File: config.mk
export PLATFORM = sky130hd
export DESIGN_NAME = kwmc_queue
export DESIGN_NICKNAME = d
export VERILOG_FILES = /design/src/rtl/kwmc_queue.sv
export SDC_FILE = /design/constraint.sdc
export NUM_CORES = 1
export LEC_CHECK = 0
export BUFFER_PORTS_ARGS = -buffer_cell sky130_fd_sc_hd__buf_2
export CORE_AREA = 4 4 41 43
export DETAILED_ROUTE_END_ITERATION = 8
export DIE_AREA = 0 0 45 47
export GPL_TIMING_DRIVEN = 1
export RECOVER_POWER = 25
export SYNTH_ARGS = -nofsm -noshare
export SYNTH_HDL_FRONTEND = slang
export SYNTH_SLANG_ARGS = --single-unit
File: constraint.sdc
create_clock -name clk -period 1.65 [get_ports clk]
set_input_delay 0.0825 -clock clk [delete_from_list [all_inputs] [get_ports clk]]
set_output_delay 0.0825 -clock clk [all_outputs]
set_load 0.02 [all_outputs]
File: src/rtl/kwmc_queue.sv
module kwmc_queue #(
  parameter type T = logic
) (
  input  logic clk,
  input  logic rst_n,
  input  logic push,
  input  T     push_data,
  output logic full,
  input  logic pop,
  output T     pop_data,
  output logic empty
);

  T           mem_r [2];
  logic       wp_r, wp_nxt;
  logic       rp_r, rp_nxt;
  logic [1:0] cnt_r, cnt_nxt;
  logic       do_push, do_pop;

  assign full     = (cnt_r == 2'd2);
  assign empty    = (cnt_r == 2'd0);
  assign pop_data = mem_r[rp_r];
  assign do_push  = push && !full;
  assign do_pop   = pop && !empty;

  // advance pointers and fill count
  always_comb begin
    wp_nxt  = do_push ? ~wp_r : wp_r;
    rp_nxt  = do_pop ? ~rp_r : rp_r;
    cnt_nxt = cnt_r;
    if (do_push && !do_pop) cnt_nxt = cnt_r + 2'd1;
    else if (do_pop && !do_push) cnt_nxt = cnt_r - 2'd1;
  end

  always_ff @(posedge clk) begin
    if (!rst_n) begin
      wp_r  <= 1'b0;
      rp_r  <= 1'b0;
      cnt_r <= 2'd0;
    end else begin
      wp_r  <= wp_nxt;
      rp_r  <= rp_nxt;
      cnt_r <= cnt_nxt;
    end
  end

  // hold payload
  always_ff @(posedge clk) begin
    if (do_push) mem_r[wp_r] <= push_data;
  end

endmodule

Yosys cells after proc, flatten, opt, wreduce, memory -nomap -nowiden. Memory sizes are Yosys's and may differ from the RTL's. A register that Yosys moved wholly into a read port is not among the register bits. Cells that the tools add are included. Widths: inputs -> output; s select.

Bits in registers: 4. Bits in writable memories: 2. Input bits: 5. Logic and storage cells: 25. Memories: 1.

Memory list: mem_r (words 2, width 1, rd ports 1, clocked after memory_dff 1, wr ports 1, line 14) `T mem_r [2];`.

$add $sub $neg: 2. Eq/ne operators: 1. Mux-type cells: 6. Bitwise logic cells: 2. Reductions and logical operators: 10.

Operators by type and width (count): $logic_and 1x1->1 (4); $logic_not 1->1 (4); $mux 1 (4); $mux 2 (2); $add 2x1->2 const B (1); $eq 2x2->1 const B (1); $logic_not 2->1 (1); $not 1->1 (2); $reduce_bool 2->1 (1); $sub 2x1->2 const B (1).

Logic depth before layout (Yosys ltp).
Depth in word-level cells: 7. Depth in mapped cells: 7.

Least setup slack after synthesis. No wires, ideal clock.

Kind: register -> register. Start point: register cnt_r[0]. End point: register cnt_r[1]. Arrival: 1.462 ns. Slack: 0.118 ns. Stages on the path, launching flop included: 7. Path buffers: 0. Path through: dfxtp_1 nand2b_1 inv_2 nor2_1 ha_1 or3_1 a21boi_1.

Cells in the longest elaborated chain, start to end: 6. Elaborated cells between the ends (all ways): 15. Those cells by class: 2 x add/sub; 1 x eq/ne; 2 x mux; 10 x reduce/logical.

Ends and longest elaborated chain: from (decl) (line 17) `logic [1:0] cnt_r, cnt_nxt;`; from (signal assigned) (line 43) `cnt_r <= cnt_nxt;`; $eq 2x2->1 (*) (line 20) `assign full = (cnt_r == 2'd2);`; via full (line 8) `output logic full,`; $logic_not 1->1 (*) (line 23) `assign do_push = push && !full;`; $logic_and 1x1->1 (*) (line 23); via do_push (line 18) `logic do_push, do_pop;`; $logic_not 1->1 (line 32) `else if (do_pop && !do_push) cnt_nxt = cnt_r - 2'd1;`; $logic_and 1x1->1 (line 32); $reduce_bool 2->1 (no source line).

Mark *: on every way through the listed nets, which the timed path passes. The rest lies on a longest branch. The select of a mux whose other input is x is not followed. A chain may end at the register's enable or synchronous reset.

Worst setup path in the final report.
Start point: register cnt_r[1]. End point: register cnt_r[1].

Cells in the longest elaborated chain, start to end: 6. Elaborated cells between the ends (all ways): 15. Those cells by class: 2 x add/sub; 1 x eq/ne; 2 x mux; 10 x reduce/logical.

Ends and longest elaborated chain (line): $eq 2x2->1 (*) (20); $logic_not 1->1 (*) (23); $logic_and 1x1->1 (*) (23); via do_push (18); $logic_not 1->1 (32); $logic_and 1x1->1 (32); $reduce_bool 2->1 (no source line).

Marked as above.

==> results list <==
* Outcome: finished, final reports clean
- Worst hold start: push_data
- In this run the static leakage power is 0.1712 nW.
- The total area inside the core boundary comes to 0.001301 mm2.
- STA classifies the critical path endpoint as a flop.
- Clock skew on the completed layout was measured at 0.004303 ns.
- Root buf cell: clkbuf_4
- At the worst endpoint, the arrival time is 1.71 ns.
- Number of top-level pins: 8
* Number of sinks driven by the clock tree: 7
- The clock period could shrink to 1.526 ns.
* Slew at the pin closest to its max-slew limit: 0.2146 ns
* Sum of negative setup slack: 0 ns
- In this run the worst hold path is classified as in2reg.
- For this design the ratio of total power to cell area is 1831 mW/mm2.
* Die width: 45 um
- Synthesis instantiated 19 different standard cells from the library.
- From bottom edge to top edge, the die measures 47 um.
* Number of pins with negative max-slew slack in the final report: 0
- Global routing used 5.952% of the available tracks across all layers.
* Count of nets left with antenna violations after detail routing: 0
- The largest individual stage delay along the critical path comes from the cell dfxtp_1.
* Combined flip-flop and latch cell area: 161.4 um2
* Number of buffers on the longest clock path: 2
- Clock latency on the worst-skew pair: 0.25 ns
- Vias in the first global route: 206
* Critical path launch point type: flop
- Synth warn: 0
* Setup repair after global routing missed its margin: no
- After detailed routing, the average wire length per cell comes to 9.537 um.
* Synthesized Nets: 34
- Of the post-synthesis cell area, the dominant cell type holds 32.79%.
- TritonCTS built the clock tree.
- The floorplan step defined a die boundary enclosing 0.002115 mm2.
- Synthesis inferred 7 register bits.
- Max-cap violation count: 0
- Number of core rows: 13
- Hold violation total from the final report: 0
- Number of standard cells after synthesis: 28
- After synthesis, the cell types taking the most area are dfxtp_1 (33%), edfxtp_1 (20%), and2_1 (6.1%).
- Entering global routing, the biggest net connects 6 pins.
- Launch instance of the worst register-to-register path: cnt_r[1]
- IR drop worst, VDD: 0.0006456 V
* Final setup violating endpoints: 0
- Area of the mapped netlist: 305.3 um2
* GR Overflow Total: 0
- List of cells traversed by the critical path: nand2b_4, inv_2, nor2_1, ha_1, or3_1, a21boi_1
- From synthesis to final layout, the design area changed by 29.10%.
* Commonest non-fill, non-tap cell in the layout: buf_2
* Number of DRC violations after detailed routing: 0
- Worst relative slew slack: 85.68%
- For this configuration, the core starts out at a cell density of 23.46%.
- Depth of the CTS H-tree: 1
- At the end of the flow, the number of nets in the layout was 46.
- Port bufs: 7
- Post-CTS repair timing setup buffer count: 0
- For this run, the top clock speed supported by timing is 655.4 MHz.
- Summing all multi-input logic gate instances after layout gives 145.1 um2.
- Clock-pin slew on the worst setup and hold paths: 0.06 ns
- Delay of the slowest cell on the worst path: 0.43 ns
* Via density: 4.111
- The first detailed-routing pass took 2 iterations.
- Routability-driven placement finished with a final weighted congestion of 0.6243.
- Design Power: 0.0007216 W
* Avg Inst Size Synth: 10.90 um2
- Data required time of the worst path: 1.83 ns
- Layout cells sized above 1: 38.46%
- TritonCTS created 3 clock buffers.
- The routed layout has 222 vias.
- Top fanout value on the critical path: 5
- The largest total area in the synthesized netlist belongs to dfxtp_1.
* Sequential cell area fraction in the yosys report: 52.46%
- Path type of the worst setup path: reg2reg
- Fillers: 150
- The number of antenna violations at the first check in global routing is 0.
- Origin of the worst setup path: cnt_r[1]
- The number of antenna diodes in the final layout is 0.
- Summed over all layers, the routed wires come to 515 um.
* Period utilization: 92.47%
- Most frequent cells in the layout: buf_2 (7), dfxtp_1 (4), and2_1 (3), clkbuf_4 (3)
* Initial drt markers: 1
* Global-route wire length before repair: 834 um
-- per-layer routing --
metal  up-vias  GRT usage (%)  part of all wire [%]
li1        116              -                     -
met1       100          7.834                    44
met2         6          7.345                    47
met3         0          2.299                   8.9
met4         0          5.263                     0
met5         -              0                     0
-- critical path, delay by kind of cell (launching register included) --
kind                     cells  cell delay (ns)
flip-flops                   1             0.43
AND/OR/NAND/NOR              3             0.48
buffers and inverters        1             0.07
AO/OA/AOI/OAI                1             0.14
adder cells (fa/ha/maj)      1             0.33
-- cells in the mapped netlist (all sizes together) --
cell type and count:
a21boi 2, and2 3, and3 1, dfxtp 5, edfxtp 2, ha 1
inv 2, mux2 1, nand2b 1, nor2 2, nor3 1, o21a 1
o21ai 2, or3 1, xnor2 2, xor2 1
-- power by group --
| part | switching, W | total [W] | internal (W) |
|---|---|---|---|
| logic | 0.000145 | 0.000287 | 0.000142 |
| registers | 0.0000464 | 0.000279 | 0.000233 |
| clock network | 0.0000635 | 0.000156 | 0.0000923 |
-- cells by family after synthesis --
kind of cell,after synthesis,synth area share (%)
AND/OR/NAND/NOR,9,18.04
flip-flops,7,52.46
AO/OA/AOI/OAI,5,10.66
XOR/XNOR,3,8.608
buffers and inverters,2,2.457
multiplexers,1,3.688
adder cells (fa/ha/maj),1,4.098
-- area by class of cell --
class	count	area share (%)
multi-input combinational	19	36.83
clock buffer	4	6.667
tap	15	4.762
inverter	2	1.905
sequential	7	40.95
timing repair buffer	7	8.889
-- stage by stage --
step / hold WS, ns / setup WS [ns] / util (%) / cell area (um2) / std cells
after global routing: 0.01566 / 0.03934 / 30.29 / 394.1 / 54
after detailed placement: 0.2738 / 0.08624 / 27.60 / 359.1 / 50
after floorplan: 0.1814 / 0.1180 / - / 305.3 / 28
after global placement: 0.2758 / 0.1106 / 27.60 / 359.1 / 50
final: 0.02244 / 0.1242 / 30.29 / 394.1 / 54
after CTS: 0.01437 / 0.06411 / 29.62 / 385.4 / 54
-- final timing paths --
| kind | endpoint | slack (ns) | cells after the start |
|---|---|---|---|
| hold reg to reg | cnt_r[1] | 0.57 | 2 |
| setup / recovery | cnt_r[1] | 0.12 | 6 |
| setup reg to reg | cnt_r[1] | 0.12 | 6 |
| hold / removal | mem_r[1] | 0.02 | 1 |
-- what timing repair did --
item,in CTS,in global routing
hold buffers,0,0
endpoints found under the setup margin,0,1
gates resized for setup,0,2
No activity file was read; power rests on OpenSTA's default activity.
