### src/rtl/kwmc_pkg.sv
package kwmc_pkg;

  localparam int KEY_BITS   = 62;
  localparam int IDX_BITS   = 12;
  localparam int DIST_BITS  = 13;
  localparam int RCNT_BITS  = 32;
  localparam int KLEN_BITS  = 5;

  // opcodes of an input item
  localparam logic [1:0] OP_LOAD  = 2'd0;
  localparam logic [1:0] OP_BASE  = 2'd1;
  localparam logic [1:0] OP_END   = 2'd2;
  localparam logic [1:0] OP_COUNT = 2'd3;

  // load status codes
  localparam logic [1:0] LS_INSERTED  = 2'd0;
  localparam logic [1:0] LS_DUPLICATE = 2'd1;
  localparam logic [1:0] LS_FULL      = 2'd2;

  // base letters
  localparam logic [7:0] CH_A_UP = 8'h41;
  localparam logic [7:0] CH_C_UP = 8'h43;
  localparam logic [7:0] CH_G_UP = 8'h47;
  localparam logic [7:0] CH_T_UP = 8'h54;
  localparam logic [7:0] CH_A_LO = 8'h61;
  localparam logic [7:0] CH_C_LO = 8'h63;
  localparam logic [7:0] CH_G_LO = 8'h67;
  localparam logic [7:0] CH_T_LO = 8'h74;

  typedef struct packed {
    logic [1:0]          opcode;
    logic [KEY_BITS-1:0] library_code;
    logic [7:0]          base_char;
    logic [IDX_BITS-1:0] query_index;
  } in_item_t;

  typedef struct packed {
    logic                 window_valid;
    logic                 hit;
    logic                 first_in_record;
    logic [IDX_BITS-1:0]  match_index;
    logic [1:0]           load_status;
    logic [DIST_BITS-1:0] distinct_hits;
    logic [RCNT_BITS-1:0] record_count;
  } out_item_t;

  // classified command handed from front to back
  typedef enum logic [2:0] {
    CMD_LOAD,
    CMD_LOOKUP,
    CMD_SKIP,
    CMD_END,
    CMD_COUNT
  } cmd_op_t;

  typedef struct packed {
    cmd_op_t             op;
    logic [KEY_BITS-1:0] key;
    logic [IDX_BITS-1:0] qidx;
  } cmd_t;

  typedef enum logic [2:0] {
    BS_IDLE,
    BS_SCAN,
    BS_UPD,
    BS_CNT,
    BS_CLR
  } back_state_t;

endpackage

### src/rtl/kwmc_front.sv
module kwmc_front #(
  parameter int MAX_KMER = 31
) (
  input  logic                         clk,
  input  logic                         rst_n,
  input  logic                         cfg_valid,
  input  logic [kwmc_pkg::KLEN_BITS-1:0] cfg_data,
  input  logic                         accept,
  input  kwmc_pkg::in_item_t           item,
  output kwmc_pkg::cmd_t               cmd
);

  logic [kwmc_pkg::KLEN_BITS-1:0] klen_r;
  logic [kwmc_pkg::KLEN_BITS-1:0] k_eff;
  logic [kwmc_pkg::KEY_BITS-1:0]  mask;
  logic [kwmc_pkg::KEY_BITS-1:0]  win_r, win_nxt;
  logic [kwmc_pkg::KLEN_BITS-1:0] run_r, run_nxt;
  logic [1:0]                     code;
  logic                           code_ok;

  // clamp window length
  always_comb begin
    if (klen_r == '0) k_eff = kwmc_pkg::KLEN_BITS'(1);
    else if (klen_r > kwmc_pkg::KLEN_BITS'(MAX_KMER)) k_eff = kwmc_pkg::KLEN_BITS'(MAX_KMER);
    else k_eff = klen_r;
  end

  // key mask of 2k bits
  always_comb begin
    for (int b = 0; b < kwmc_pkg::KEY_BITS; b++) begin
      mask[b] = (b < 2 * int'(k_eff));
    end
  end

  // decode base letter
  always_comb begin
    code    = 2'd0;
    code_ok = 1'b1;
    unique case (item.base_char)
      kwmc_pkg::CH_A_UP, kwmc_pkg::CH_A_LO: code = 2'd0;
      kwmc_pkg::CH_C_UP, kwmc_pkg::CH_C_LO: code = 2'd1;
      kwmc_pkg::CH_G_UP, kwmc_pkg::CH_G_LO: code = 2'd2;
      kwmc_pkg::CH_T_UP, kwmc_pkg::CH_T_LO: code = 2'd3;
      default: code_ok = 1'b0;
    endcase
  end

  // classify item and roll window
  always_comb begin
    win_nxt  = win_r;
    run_nxt  = run_r;
    cmd.op   = kwmc_pkg::CMD_SKIP;
    cmd.key  = item.library_code & mask;
    cmd.qidx = item.query_index;
    unique case (item.opcode)
      kwmc_pkg::OP_LOAD: cmd.op = kwmc_pkg::CMD_LOAD;
      kwmc_pkg::OP_BASE: begin
        if (code_ok) begin
          win_nxt = {win_r[kwmc_pkg::KEY_BITS-3:0], code};
          if (run_r < k_eff) run_nxt = run_r + kwmc_pkg::KLEN_BITS'(1);
        end else begin
          run_nxt = '0;
        end
        win_nxt = win_nxt & mask;
        cmd.key = win_nxt;
        if (code_ok && run_nxt >= k_eff) cmd.op = kwmc_pkg::CMD_LOOKUP;
      end
      kwmc_pkg::OP_END: begin
        cmd.op  = kwmc_pkg::CMD_END;
        win_nxt = '0;
        run_nxt = '0;
      end
      default: cmd.op = kwmc_pkg::CMD_COUNT;
    endcase
  end

  always_ff @(posedge clk) begin
    if (!rst_n) begin
      klen_r <= kwmc_pkg::KLEN_BITS'(31);
      win_r  <= '0;
      run_r  <= '0;
    end else begin
      if (cfg_valid) klen_r <= cfg_data;
      if (accept) begin
        win_r <= win_nxt;
        run_r <= run_nxt;
      end
    end
  end

endmodule

### config.mk
export PLATFORM = sky130hd
export DESIGN_NAME = kwmc_front
export DESIGN_NICKNAME = d
export VERILOG_FILES = /design/src/rtl/kwmc_pkg.sv /design/src/rtl/kwmc_front.sv
export SDC_FILE = /design/constraint.sdc
export NUM_CORES = 1
export LEC_CHECK = 0
export BUFFER_PORTS_ARGS = -buffer_cell sky130_fd_sc_hd__buf_2
export CELL_PAD_IN_SITES_DETAIL_PLACEMENT = 2
export CELL_PAD_IN_SITES_GLOBAL_PLACEMENT = 2
export CORE_MARGIN = 1
export CORE_UTILIZATION = 25
export CTS_CLUSTER_DIAMETER = 200
export DETAILED_ROUTE_END_ITERATION = 10
export GPL_ROUTABILITY_DRIVEN = 1
export MAX_ROUTING_LAYER = met4
export PLACE_DENSITY_LB_ADDON = 0.1
export RECOVER_POWER = 25
export SLEW_MARGIN = 20
export SYNTH_ARGS = -nofsm -noshare
export SYNTH_HDL_FRONTEND = slang
export SYNTH_SLANG_ARGS = --single-unit
export TNS_END_PERCENT = 10
### constraint.sdc
create_clock -name clk -period 9.63 [get_ports clk]
set_input_delay 1.926 -clock clk [delete_from_list [all_inputs] [get_ports clk]]
set_output_delay 1.926 -clock clk [all_outputs]
set_load 0.01 [all_outputs]
Yosys cells after proc, flatten, opt, wreduce, memory -nomap -nowiden
Index checks and enable logic that the tools add are counted.
Storage, ports and cells
  register bits after elaboration: 72
  input bits: 93
  output and inout bits: 77
  word-level logic and storage cells: 104
Operators by class
  $add $sub $neg: 1
  order comparisons: 65
  eq/ne operators: 10
  multiplexer cells: 14
  bitwise operators: 2
  reductions and logical operators: 9
Operators with widths (count)
  $mux W62: 3
  $lt A6 B6 Y1 const A: 30
  $and A62 B62 Y62: 2
  $pmux W62 S2: 1
  $lt A5 B6 Y1 const A: 16
  $eq A8 B7 Y1 const B: 8
  $lt A4 B6 Y1 const A: 8
  $mux W5: 5
  $lt A3 B6 Y1 const A: 4
  $lt A1 B6 Y1 const A: 2
  $lt A2 B6 Y1 const A: 2
  $pmux W5 S2: 1
  $pmux W3 S3: 1
  $reduce_or A8 Y1: 1
  $pmux W2 S3: 1
  $reduce_or A2 Y1: 3
  $add A5 B1 Y5 const B: 1
  $ge A5 B5 Y1: 1
  $gt A5 B5 Y1 const B: 1
  $logic_not A5 Y1: 1
  $lt A5 B5 Y1: 1
  $eq A2 B1 Y1 const B: 1
  $eq A2 B2 Y1 const B: 1
  $logic_not A2 Y1: 1
  other kinds (5): 5

Logic depth before layout (Yosys ltp)
Gate-level depths: netlist of the first run.
  depth after elaboration: 11
  mapped depth: 16
  mapped depth without buffers: 13

Least setup slack after synthesis of the first run
OpenSTA, ideal clock, no wires.
  kind: input to output
  start: in item[15] (netlist name)
  end: out cmd[75] (netlist name)
  arrival time: 3.873 ns
  data required time: 7.704 ns
  slack: 3.831 ns
  cell stages on the path: 10
  buffers on the path: 1
  cell sequence: or3b_1 > nor2_2 > buf_2 > nand2_1 > ha_1 > nand2b_1 > a211oi_1 > o21ai_0 > o211ai_1 > a31o_2
RTL lines
  from (decl): line kwmc_front.sv:9  | input kwmc_pkg::in_item_t item,
  to (decl): line kwmc_front.sv:10  | output kwmc_pkg::cmd_t cmd

==> results of run 1 <==
[cells in the final DEF (no fill, tap or decap), types with 3 or more instances in the layout]
cell,count
sky130_fd_sc_hd__nor3_1,3
sky130_fd_sc_hd__o211ai_1,6
sky130_fd_sc_hd__and2_1,5
sky130_fd_sc_hd__o2bb2ai_1,3
sky130_fd_sc_hd__a32oi_1,4
sky130_fd_sc_hd__a32o_2,19
sky130_fd_sc_hd__nand2_1,111
sky130_fd_sc_hd__o21a_1,4
sky130_fd_sc_hd__buf_2,142
sky130_fd_sc_hd__o21ai_0,86
sky130_fd_sc_hd__clkinvlp_4,3
sky130_fd_sc_hd__nor2_1,26
sky130_fd_sc_hd__clkbuf_1,3
sky130_fd_sc_hd__inv_1,7
sky130_fd_sc_hd__and3_1,3
sky130_fd_sc_hd__o21ai_2,9
sky130_fd_sc_hd__xnor2_1,4
sky130_fd_sc_hd__a211oi_1,10
sky130_fd_sc_hd__a21oi_1,29
sky130_fd_sc_hd__ha_1,12
sky130_fd_sc_hd__a31oi_1,48
sky130_fd_sc_hd__a32o_1,27
sky130_fd_sc_hd__buf_4,5
sky130_fd_sc_hd__nand4_1,3
sky130_fd_sc_hd__a31o_2,4
sky130_fd_sc_hd__nor2b_1,4
sky130_fd_sc_hd__o22ai_1,3
sky130_fd_sc_hd__nand2b_1,6
sky130_fd_sc_hd__clkbuf_16,9
sky130_fd_sc_hd__o31ai_1,4
sky130_fd_sc_hd__nand4b_1,3
sky130_fd_sc_hd__dfxtp_1,72
sky130_fd_sc_hd__mux2i_1,21
sky130_fd_sc_hd__nand3_1,13
[metal layers]
| layer | GRT usage (%) | wire length, um | vias to the layer above |
|---|---|---|---|
| li1 | - | - | 2634 |
| met1 | 25.1 | 9290 | 2766 |
| met2 | 35.9 | 10100 | 95 |
| met3 | 2.17 | 568 | 19 |
| met4 | 6.38 | 274 | 0 |
| met5 | - | 0 | - |
[worst max-delay path by stage]
stage / end
4_1_cts: cmd[75]
3_5_place_dp: cmd[75]
6_report: cmd[75]
3_3_place_gp: cmd[75]
2_1_floorplan: cmd[75]
5_1_grt: cmd[75]
[per-stage QoR]
step                util (%)  power, mW  setup WS [ps]
finish                  31.1      0.817           3200
global route            31.1      0.858           3040
CTS                     31.2      0.833           3170
detailed placement      29.7      0.481           3160
global placement        29.7      0.475           3190
floorplan                  -      0.413           3830
[kinds of logic (layout without fill, tap and decap cells)]
group / count (synthesis) / in the layout / share of synthesized area, %
fa+ha+maj: 13 / 13 / 3.23
mux: 23 / 23 / 4.69
xor+xnor: 4 / 4 / 0.695
buf+inv: 76 / 177 / 7.70
flops: 72 / 72 / 28.6
simple gates: 191 / 191 / 18.1
compound gates: 270 / 270 / 37.0
[flip-flops by register name, indices dropped and copies added, names as in the netlist]
name    cells
klen_r      5
win_r      62
run_r       5
[power by group]
part	internal (mW)	switching (mW)
Sequential	0.299	0.00367
Clock	0.208	0.137
Combinational	0.0601	0.108
[final cells by class]
cell class | instances | area share [%]
well taps | 265 | 5.44
clock buffers | 10 | 3.92
repair buffers | 151 | 12.6
inverters | 10 | 0.615
flip-flops and latches | 72 | 23.6
clock inverters | 6 | 1.09
multi-input cells | 501 | 52.7
==> tab_implementation.tex, run 1 <==
\begin{tabular}{lr}
\hline
Metric & Value \\
\hline
\multicolumn{2}{l}{\textbf{Outcome}} \\
\quad Outcome & finished, violations left \\
\quad Violated checks & capacitance limit, slew limit \\
\multicolumn{2}{l}{\textbf{Place}} \\
\quad Cell area after placement & around 0.0058 mm\^{}2 \\
\quad HPWL after DPL & $\sim$15000 um \\
\quad Global placement routability congestion & between 0.7 and 0.8 \\
\quad Placed cell count & 999 \\
\quad IO buf count & 144 \\
\multicolumn{2}{l}{\textbf{Timing}} \\
\quad Worst Clk Skew & between 6 and 7 ps \\
\quad Slew headroom & -51.8\% \\
\quad Setup TNS after final layout & 0 ps \\
\quad Transition at the pin with the smallest max-transition slack & $\sim$2300 ps \\
\quad Final Max Slew Viols & 58 \\
\quad Worst hold margin & 491 ps \\
\quad Setup-violating endpoint count in the final report & 0 \\
\quad FMAX & around 160 MHz \\
\quad Setup repair after global routing missed its margin & false \\
\quad Final period util & approximately two thirds \\
\quad Number of endpoints with negative hold slack in the final report & 0 \\
\quad Final Critical Period & roughly 6400 ps \\
\multicolumn{2}{l}{\textbf{Worst setup path}} \\
\quad Register-to-register setup slack & slightly below 7000 ps \\
\quad Crit-path cells & buf\_2 > or3b\_1 > nor2\_4 > buf\_4 > nand2\_1 > ha\_1 > nand2b\_1 > a211oi\_1 > o21ai\_0 > o211ai\_1 > a31o\_2 > buf\_2 \\
\quad Worst path depth & 12 \\
\quad Category of the worst setup path capture point & output port \\
\quad Family with the most delay on the worst path & simple AND/OR/NAND/NOR gates \\
\quad Library cell contributing the largest single delay on the critical path & sky130\_fd\_sc\_hd\_\_or3b\_1 \\
\quad Type of the setup path with the least slack & input port to output port \\
\quad Data required, critical path & $\sim$7700 ps \\
\quad Delay of the slowest critical-path stage & 460 ps \\
\quad Setup crit start kind & input port \\
\quad Most numerous cell on the critical path & sky130\_fd\_sc\_hd\_\_buf\_2 \\
\quad Number of cells traversed by the worst register-to-register path & 7 \\
\quad Endpoint arrival time on the critical path & roughly 4500 ps \\
\quad Crit path buf inv count & 3 \\
\quad Beginning of the critical path & item[15] \\
\quad RR Endpoint & run\_r[0]\$\_SDFFE\_PN0P\_ \\
\quad RR Startpoint & klen\_r[2]\$\_SDFFE\_PN1P\_ \\
\quad CP max FO & 45 \\
\multicolumn{2}{l}{\textbf{Clock tree}} \\
\quad Clock slew at the register clock pins of the worst setup and hold paths & 60 ps \\
\quad Buffers inserted by post-CTS timing repair & 0 \\
\quad CTS Buffer Depth & 2 \\
\quad Number of sinks handled by clock tree synthesis & a little over 70 \\
\quad Htree depth & 3 \\
\quad Post-CTS Hold Buffers & 0 \\
\quad Clock tree from TritonCTS & built \\
\quad Cts repair resizes & 0 \\
\quad CTS Root Cell & sky130\_fd\_sc\_hd\_\_clkbuf\_16 \\
\quad Number of buffers added by the clock tree synthesis step & 9 \\
\quad Worst-Skew Late Latency & roughly 350 ps \\
\multicolumn{2}{l}{\textbf{Die}} \\
\quad Starting density of the core & between 20\% and 30\% \\
\quad Num ports & 170 \\
\quad Die height & around 140 um \\
\quad Die width & between 100 and 150 um \\
\quad Area of the die & slightly above 0.02 mm\^{}2 \\
\quad Area of the core & $\sim$0.020 mm\^{}2 \\
\quad FP Rows & 51 \\
\multicolumn{2}{l}{\textbf{Finish}} \\
\quad Reg area & 0.00144 mm\^{}2 \\
\quad Area of combinational cells with multiple inputs & about 0.0032 mm\^{}2 \\
\quad Finished Layout Cells & 1015 \\
\quad Design Area, Final & 0.00610 mm\^{}2 \\
\quad Ratio of cells with drive above 1 in the final layout & between 20\% and 30\% \\
\quad Synth-to-layout area growth & 21.1\% \\
\quad Number of diodes added for antenna fixing & 0 \\
\quad Fill cell count & roughly 2400 \\
\quad Nets@finish & 851 \\
\multicolumn{2}{l}{\textbf{Route}} \\
\quad Vias per inst & between 5 and 6 \\
\quad Detailed-route wire length per cell & roughly 20 um \\
\quad Number of remaining DRC errors & 0 \\
\quad Number of optimization iterations in the first detailed-route pass & 4 \\
\quad Antenna Nets Post-Route & 0 \\
\quad Routed wire length & around 20000 um \\
\quad Vias post-DR & roughly 5500 \\
\quad Initial detailed-routing violation count & 160 \\
\multicolumn{2}{l}{\textbf{Synthesis}} \\
\quad Number of distinct standard cells referenced by the synthesized netlist & 63 \\
\quad Post-synthesis cell count & 649 \\
\quad Post-synth net total & 755 \\
\quad Leading post-synthesis cells by instance count & sky130\_fd\_sc\_hd\_\_nand2\_1, sky130\_fd\_sc\_hd\_\_o21ai\_0, sky130\_fd\_sc\_hd\_\_dfxtp\_1, sky130\_fd\_sc\_hd\_\_a31oi\_1, sky130\_fd\_sc\_hd\_\_a21oi\_1 \\
\quad Synthesis Warnings & 0 \\
\quad Sequential area share after synthesis & approximately 29\% \\
\quad Post-synth top flop & sky130\_fd\_sc\_hd\_\_dfxtp\_1 \\
\quad Most used standard cell by instance count after synthesis & sky130\_fd\_sc\_hd\_\_nand2\_1 \\
\quad Number of synthesized register bits & slightly above 70 \\
\quad Largest area contributor in the synthesized netlist & sky130\_fd\_sc\_hd\_\_dfxtp\_1 \\
\quad Top area cells in the synthesized netlist & sky130\_fd\_sc\_hd\_\_dfxtp\_1, sky130\_fd\_sc\_hd\_\_o21ai\_0, sky130\_fd\_sc\_hd\_\_nand2\_1, sky130\_fd\_sc\_hd\_\_a31oi\_1, sky130\_fd\_sc\_hd\_\_a32o\_1 \\
\quad Synth Area per Inst & 7.76 um\^{}2 \\
\quad Number of flops mapped to enable cells by yosys & 0 \\
\quad Post-synthesis instance area & $\sim$0.005 mm\^{}2 \\
\quad Share of synthesized registers carrying an async set or reset & 0\% \\
\quad Top cell type's share of synthesized area & 28.6\% \\
\multicolumn{2}{l}{\textbf{Global route}} \\
\quad Antenna violations before repair & 0 \\
\quad Maximum number of pins on one net before global-route repair & between 100 and 150 \\
\quad First-pass GRT wire length & 31800 um \\
\quad Overall track demand over capacity in global routing & about a fifth \\
\quad Total grt overflow & 0 \\
\quad Via count of the first global-routing pass & about 5800 \\
\multicolumn{2}{l}{\textbf{Min path}} \\
\quad Startpoint of the tightest hold check path & win\_r[60]\$\_SDFFE\_PN0P\_ \\
\quad Hold-critical path depth & 1 \\
\quad Sink of the worst hold path & win\_r[60]\$\_SDFFE\_PN0P\_ \\
\quad Worst min-delay path category & register to register \\
\multicolumn{2}{l}{\textbf{Pwr}} \\
\quad Largest voltage drop on the vdd net & 0.0822 mV \\
\quad P per Cell Area & 134 mW/mm\^{}2 \\
\quad LEAKAGE & about 2.5 nW \\
\multicolumn{2}{l}{\textbf{Flow run}} \\
\quad Max Cap Violations & 1 \\
\hline
\end{tabular}
No activity file was read; power rests on OpenSTA's default activity.
==> run 2: changes to the inputs <==
- ABC_AREA: not set -> 1
- CORE_UTILIZATION: 25 -> 23
- clock period: 9.63 -> 5.2 ns (I/O delays scaled with it)
==> tab_implementation.tex, run 2 <==
\begin{tabular}{lr}
\hline
Metric & Value \\
\hline
\multicolumn{2}{l}{\textbf{Finish}} \\
\quad Design Area, Final & 0.00655 mm\^{}2 (+7.4\%) \\
\quad Largest register by flop count & win\_r \\
\quad Ratio of cells with drive above 1 in the final layout & 19.0\% (-9.5 points) \\
\quad Largest registers in the final layout & win\_r: 62 flops, klen\_r: 5 flops, run\_r: 5 flops \\
\quad Number of diodes added for antenna fixing & 0 (unchanged) \\
\quad Most used cells in the layout excluding fill and tap cells & sky130\_fd\_sc\_hd\_\_nand2\_1, sky130\_fd\_sc\_hd\_\_buf\_2, sky130\_fd\_sc\_hd\_\_nand3\_1 \\
\quad Nets@finish & 1119 (+31\%) \\
\quad Commonest non-fill, non-tap cell in the layout & sky130\_fd\_sc\_hd\_\_nand2\_1 \\
\quad Max FFs per register & 62 (unchanged) \\
\quad Synth-to-layout area growth & 21.2\% (about the same) \\
\multicolumn{2}{l}{\textbf{Synthesis}} \\
\quad Sequential area share after synthesis & 26.7\% (-1.9 points) \\
\quad Number of distinct standard cells referenced by the synthesized netlist & 35 (-44\%) \\
\quad Largest area contributor in the synthesized netlist & sky130\_fd\_sc\_hd\_\_dfxtp\_1 \\
\quad Share of synthesized registers carrying an async set or reset & 0\% (unchanged) \\
\quad Top cell type's share of synthesized area & 26.7\% (-1.9 points) \\
\quad Post-synthesis cell count & 907 (+40\%) \\
\quad Number of flops mapped to enable cells by yosys & 0 (unchanged) \\
\quad Number of synthesized register bits & 72 (unchanged) \\
\quad Post-synthesis instance area & 0.00541 mm\^{}2 (+7.3\%) \\
\quad Synthesis Warnings & 0 (unchanged) \\
\quad Synth Area per Inst & 5.96 um\^{}2 (-23\%) \\
\quad Post-synth top flop & sky130\_fd\_sc\_hd\_\_dfxtp\_1 \\
\quad Most used standard cell by instance count after synthesis & sky130\_fd\_sc\_hd\_\_nand2\_1 \\
\quad Top area cells in the synthesized netlist & sky130\_fd\_sc\_hd\_\_dfxtp\_1, sky130\_fd\_sc\_hd\_\_nand2\_1, sky130\_fd\_sc\_hd\_\_nand3\_1, sky130\_fd\_sc\_hd\_\_a21oi\_1, sky130\_fd\_sc\_hd\_\_inv\_1 \\
\quad Post-synth net total & 1013 (+34\%) \\
\quad Leading post-synthesis cells by instance count & sky130\_fd\_sc\_hd\_\_nand2\_1, sky130\_fd\_sc\_hd\_\_nand3\_1, sky130\_fd\_sc\_hd\_\_a21oi\_1, sky130\_fd\_sc\_hd\_\_inv\_1, sky130\_fd\_sc\_hd\_\_dfxtp\_1 \\
\multicolumn{2}{l}{\textbf{Place}} \\
\quad Setup slack at placement & 749 ps (-2410 ps) \\
\quad IO buf count & 144 (unchanged) \\
\quad HPWL after DPL & 15900 um (+9.2\%) \\
\quad Cell area after placement & 0.00630 mm\^{}2 (+8.4\%) \\
\quad Global placement routability congestion & 0.734 (-4.1\%) \\
\multicolumn{2}{l}{\textbf{Global route}} \\
\quad GR Layer Usage met1 & 25.8\% (+0.71 points) \\
\quad Met3 layer usage reported by global route & 1.92\% (-0.24 points) \\
\quad Routing usage on met2 & 31.5\% (-4.4 points) \\
\quad First-pass GRT wire length & 35700 um (+12\%) \\
\quad Via count of the first global-routing pass & 6698 (+15\%) \\
\quad Antenna violations before repair & 0 (unchanged) \\
\quad Maximum number of pins on one net before global-route repair & 68 (-46\%) \\
\quad GRT busiest layer & met2 \\
\quad Overall track demand over capacity in global routing & 19.4\% (-1.3 points) \\
\quad Total grt overflow & 0 (unchanged) \\
\multicolumn{2}{l}{\textbf{Die}} \\
\quad Starting density of the core & 23.7\% (-2.1 points) \\
\quad Area of the core & 0.0228 mm\^{}2 (+17\%) \\
\quad Num ports & 170 (unchanged) \\
\quad Die height & 155 um (+7.9\%) \\
\quad FP Rows & 55 (+7.8\%) \\
\quad Area of the die & 0.0241 mm\^{}2 (+16\%) \\
\quad Die width & 155 um (+7.9\%) \\
\multicolumn{2}{l}{\textbf{Worst setup path}} \\
\quad Endpoint arrival time on the critical path & 3500 ps (-1000 ps) \\
\quad Library cell contributing the largest single delay on the critical path & sky130\_fd\_sc\_hd\_\_nor2\_1 \\
\quad Category of the worst setup path capture point & output port \\
\quad Crit-path cells & buf\_4 > inv\_2 > ha\_1 > a21o\_1 > nor2\_1 > nand2\_2 > nand2\_1 > nand2\_1 > nor2\_1 > ha\_1 > a21oi\_1 > o21ai\_0 > o31ai\_1 > nand3\_1 > nand2\_1 > buf\_2 \\
\quad CP max FO & 12 (-73\%) \\
\quad Most numerous cell on the critical path & sky130\_fd\_sc\_hd\_\_nand2\_1 \\
\quad Family with the most delay on the worst path & simple AND/OR/NAND/NOR gates \\
\quad Data required, critical path & 4160 ps (-3540 ps) \\
\quad Beginning of the critical path & klen\_r[4]\$\_SDFFE\_PN1P\_ \\
\quad Setup crit start kind & register \\
\quad Crit path buf inv count & 3 (unchanged) \\
\quad Delay of the slowest critical-path stage & 380 ps (-80 ps) \\
\quad RR Startpoint & klen\_r[4]\$\_SDFFE\_PN1P\_ \\
\quad Type of the setup path with the least slack & register to output port \\
\quad Register-to-register setup slack & 3030 ps (-3780 ps) \\
\multicolumn{2}{l}{\textbf{Timing}} \\
\quad FMAX & 220 MHz \\
\quad Final Max Slew Viols & 75 (+29\%) \\
\quad Transition at the pin with the smallest max-transition slack & 1650 ps (-630 ps) \\
\quad Worst hold margin & 461 ps (-30.3 ps) \\
\quad Final Critical Period & approximately 4500 ps \\
\quad Final period util & between 80 and 90\% \\
\quad Worst Clk Skew & 7.63 ps (+0.892 ps) \\
\quad Slack of the critical path & 659 ps (-2540 ps) \\
\quad Setup-violating endpoint count in the final report & 0 (unchanged) \\
\quad Number of endpoints with negative hold slack in the final report & 0 (unchanged) \\
\quad Slew headroom & -10.4\% (+41 points) \\
\quad Setup TNS after final layout & 0 ps (unchanged) \\
\quad Setup repair after global routing missed its margin & false \\
\multicolumn{2}{l}{\textbf{Pwr}} \\
\quad P per Cell Area & 224 mW/mm\^{}2 (+67\%) \\
\quad LEAKAGE & 3.07 nW (+25\%) \\
\quad Largest voltage drop on the vdd net & 0.149 mV (+81\%) \\
\quad Tot Pwr & 1.46 mW (+79\%) \\
\multicolumn{2}{l}{\textbf{Min path}} \\
\quad Startpoint of the tightest hold check path & win\_r[61]\$\_SDFFE\_PN0P\_ \\
\quad Worst min-delay path category & register to register \\
\multicolumn{2}{l}{\textbf{Clock tree}} \\
\quad Number of sinks handled by clock tree synthesis & 72 (unchanged) \\
\quad Number of buffers added by the clock tree synthesis step & 9 (unchanged) \\
\quad Cts repair resizes & 0 (unchanged) \\
\quad Htree depth & 3 (unchanged) \\
\quad CTS Root Cell & sky130\_fd\_sc\_hd\_\_clkbuf\_16 \\
\quad Clock slew at the register clock pins of the worst setup and hold paths & 60 ps (about the same) \\
\quad CTS Buffer Depth & 2 (unchanged) \\
\quad Buffers inserted by post-CTS timing repair & 0 (unchanged) \\
\quad Post-CTS Hold Buffers & 0 (unchanged) \\
\quad Clock tree from TritonCTS & built \\
\quad Worst-Skew Late Latency & 340 ps (about the same) \\
\multicolumn{2}{l}{\textbf{Route}} \\
\quad Antenna Nets Post-Route & 0 (unchanged) \\
\quad Initial detailed-routing violation count & 192 (+20\%) \\
\quad Vias per inst & 4.76 (-12\%) \\
\quad Number of remaining DRC errors & 0 (unchanged) \\
\quad Number of optimization iterations in the first detailed-route pass & 4 (unchanged) \\
\quad Detailed-route wire length per cell & 16.6 um (-17\%) \\
\quad Routed wire length & 22000 um (+8.8\%) \\
\quad Vias post-DR & 6332 (+15\%) \\
\multicolumn{2}{l}{\textbf{Outcome}} \\
\quad Violated checks & capacitance limit, slew limit \\
\quad Outcome & finished, violations left \\
\multicolumn{2}{l}{\textbf{Flow run}} \\
\quad Max Cap Violations & 2 (+1) \\
\hline
\end{tabular}
## run 2: cell count changes after synthesis, sizes merged, moves of 11 or more
cell	previous run	this run
buf	40	29
a21oi	31	110
a31oi	48	3
a32o	46	0
o21ai	96	46
nand4	3	34
mux2i	21	0
nand3	13	137
nand2	112	242
inv	9	114
nor2	27	50
## run 2: worst paths after layout
path	to	depth (start not counted)
setup / recovery	cmd[75]	16
hold / removal	win_r[61]$_SDFFE_PN0P_	2
setup reg to reg	run_r[2]$_SDFFE_PN0P_	9
hold reg to reg	win_r[61]$_SDFFE_PN0P_	2
## run 2: cell type report
type,count,area [um^2]
fillers,2949,16300
multi-input cells,657,3210
flip-flops and latches,72,1440
repair buffers,158,820
inverters,115,434
well taps,313,392
clock buffers,13,250
clock inverters,1,5.00
## run 2: power by group
part	switching, mW	leakage [nW]	total (mW)	internal [mW]
clock	0.244	0.126	0.575	0.331
combinational	0.220	2.36	0.328	0.108
sequential	0.00543	0.581	0.562	0.557
total	0.469	3.07	1.46	0.996
## run 2: logic make-up (layout without fill, tap and decap cells)
| group | Yosys count | after routing | share of synthesized area [%] |
|---|---|---|---|
| xor+xnor | 3 | 3 | 0.486 |
| flops | 72 | 72 | 26.7 |
| simple gates | 470 | 470 | 39.1 |
| compound gates | 171 | 171 | 16.6 |
| buf+inv | 178 | 287 | 14.1 |
| fa+ha+maj | 13 | 13 | 3.01 |
## run 2: stage by stage
step                      util (%)  std cells
after floorplan                  -        907
after global placement        27.6       1315
after detailed placement      27.6       1315
after CTS                     28.7       1329
after global routing          28.7       1329
final                         28.7       1329
## run 2: worst register-to-register path, cell delays in order (launching register included)
cell and delay [ps]:
sky130_fd_sc_hd__dfxtp_1 300, sky130_fd_sc_hd__buf_4 200, sky130_fd_sc_hd__inv_2 150, sky130_fd_sc_hd__ha_1 320, sky130_fd_sc_hd__a21o_1 190, sky130_fd_sc_hd__nor2_1 380
sky130_fd_sc_hd__nand2_2 180, sky130_fd_sc_hd__nand2_1 110, sky130_fd_sc_hd__nand4_1 90, sky130_fd_sc_hd__a21oi_1 140
## run 2: routing by layer
metal | part of all wire [%] | up-vias | routed length, um
met5 | 0 | - | 0
met4 | 0.87 | 0 | 191
met3 | 3.4 | 12 | 758
met2 | 45 | 116 | 9940
met1 | 51 | 3034 | 11100
li1 | - | 3170 | -
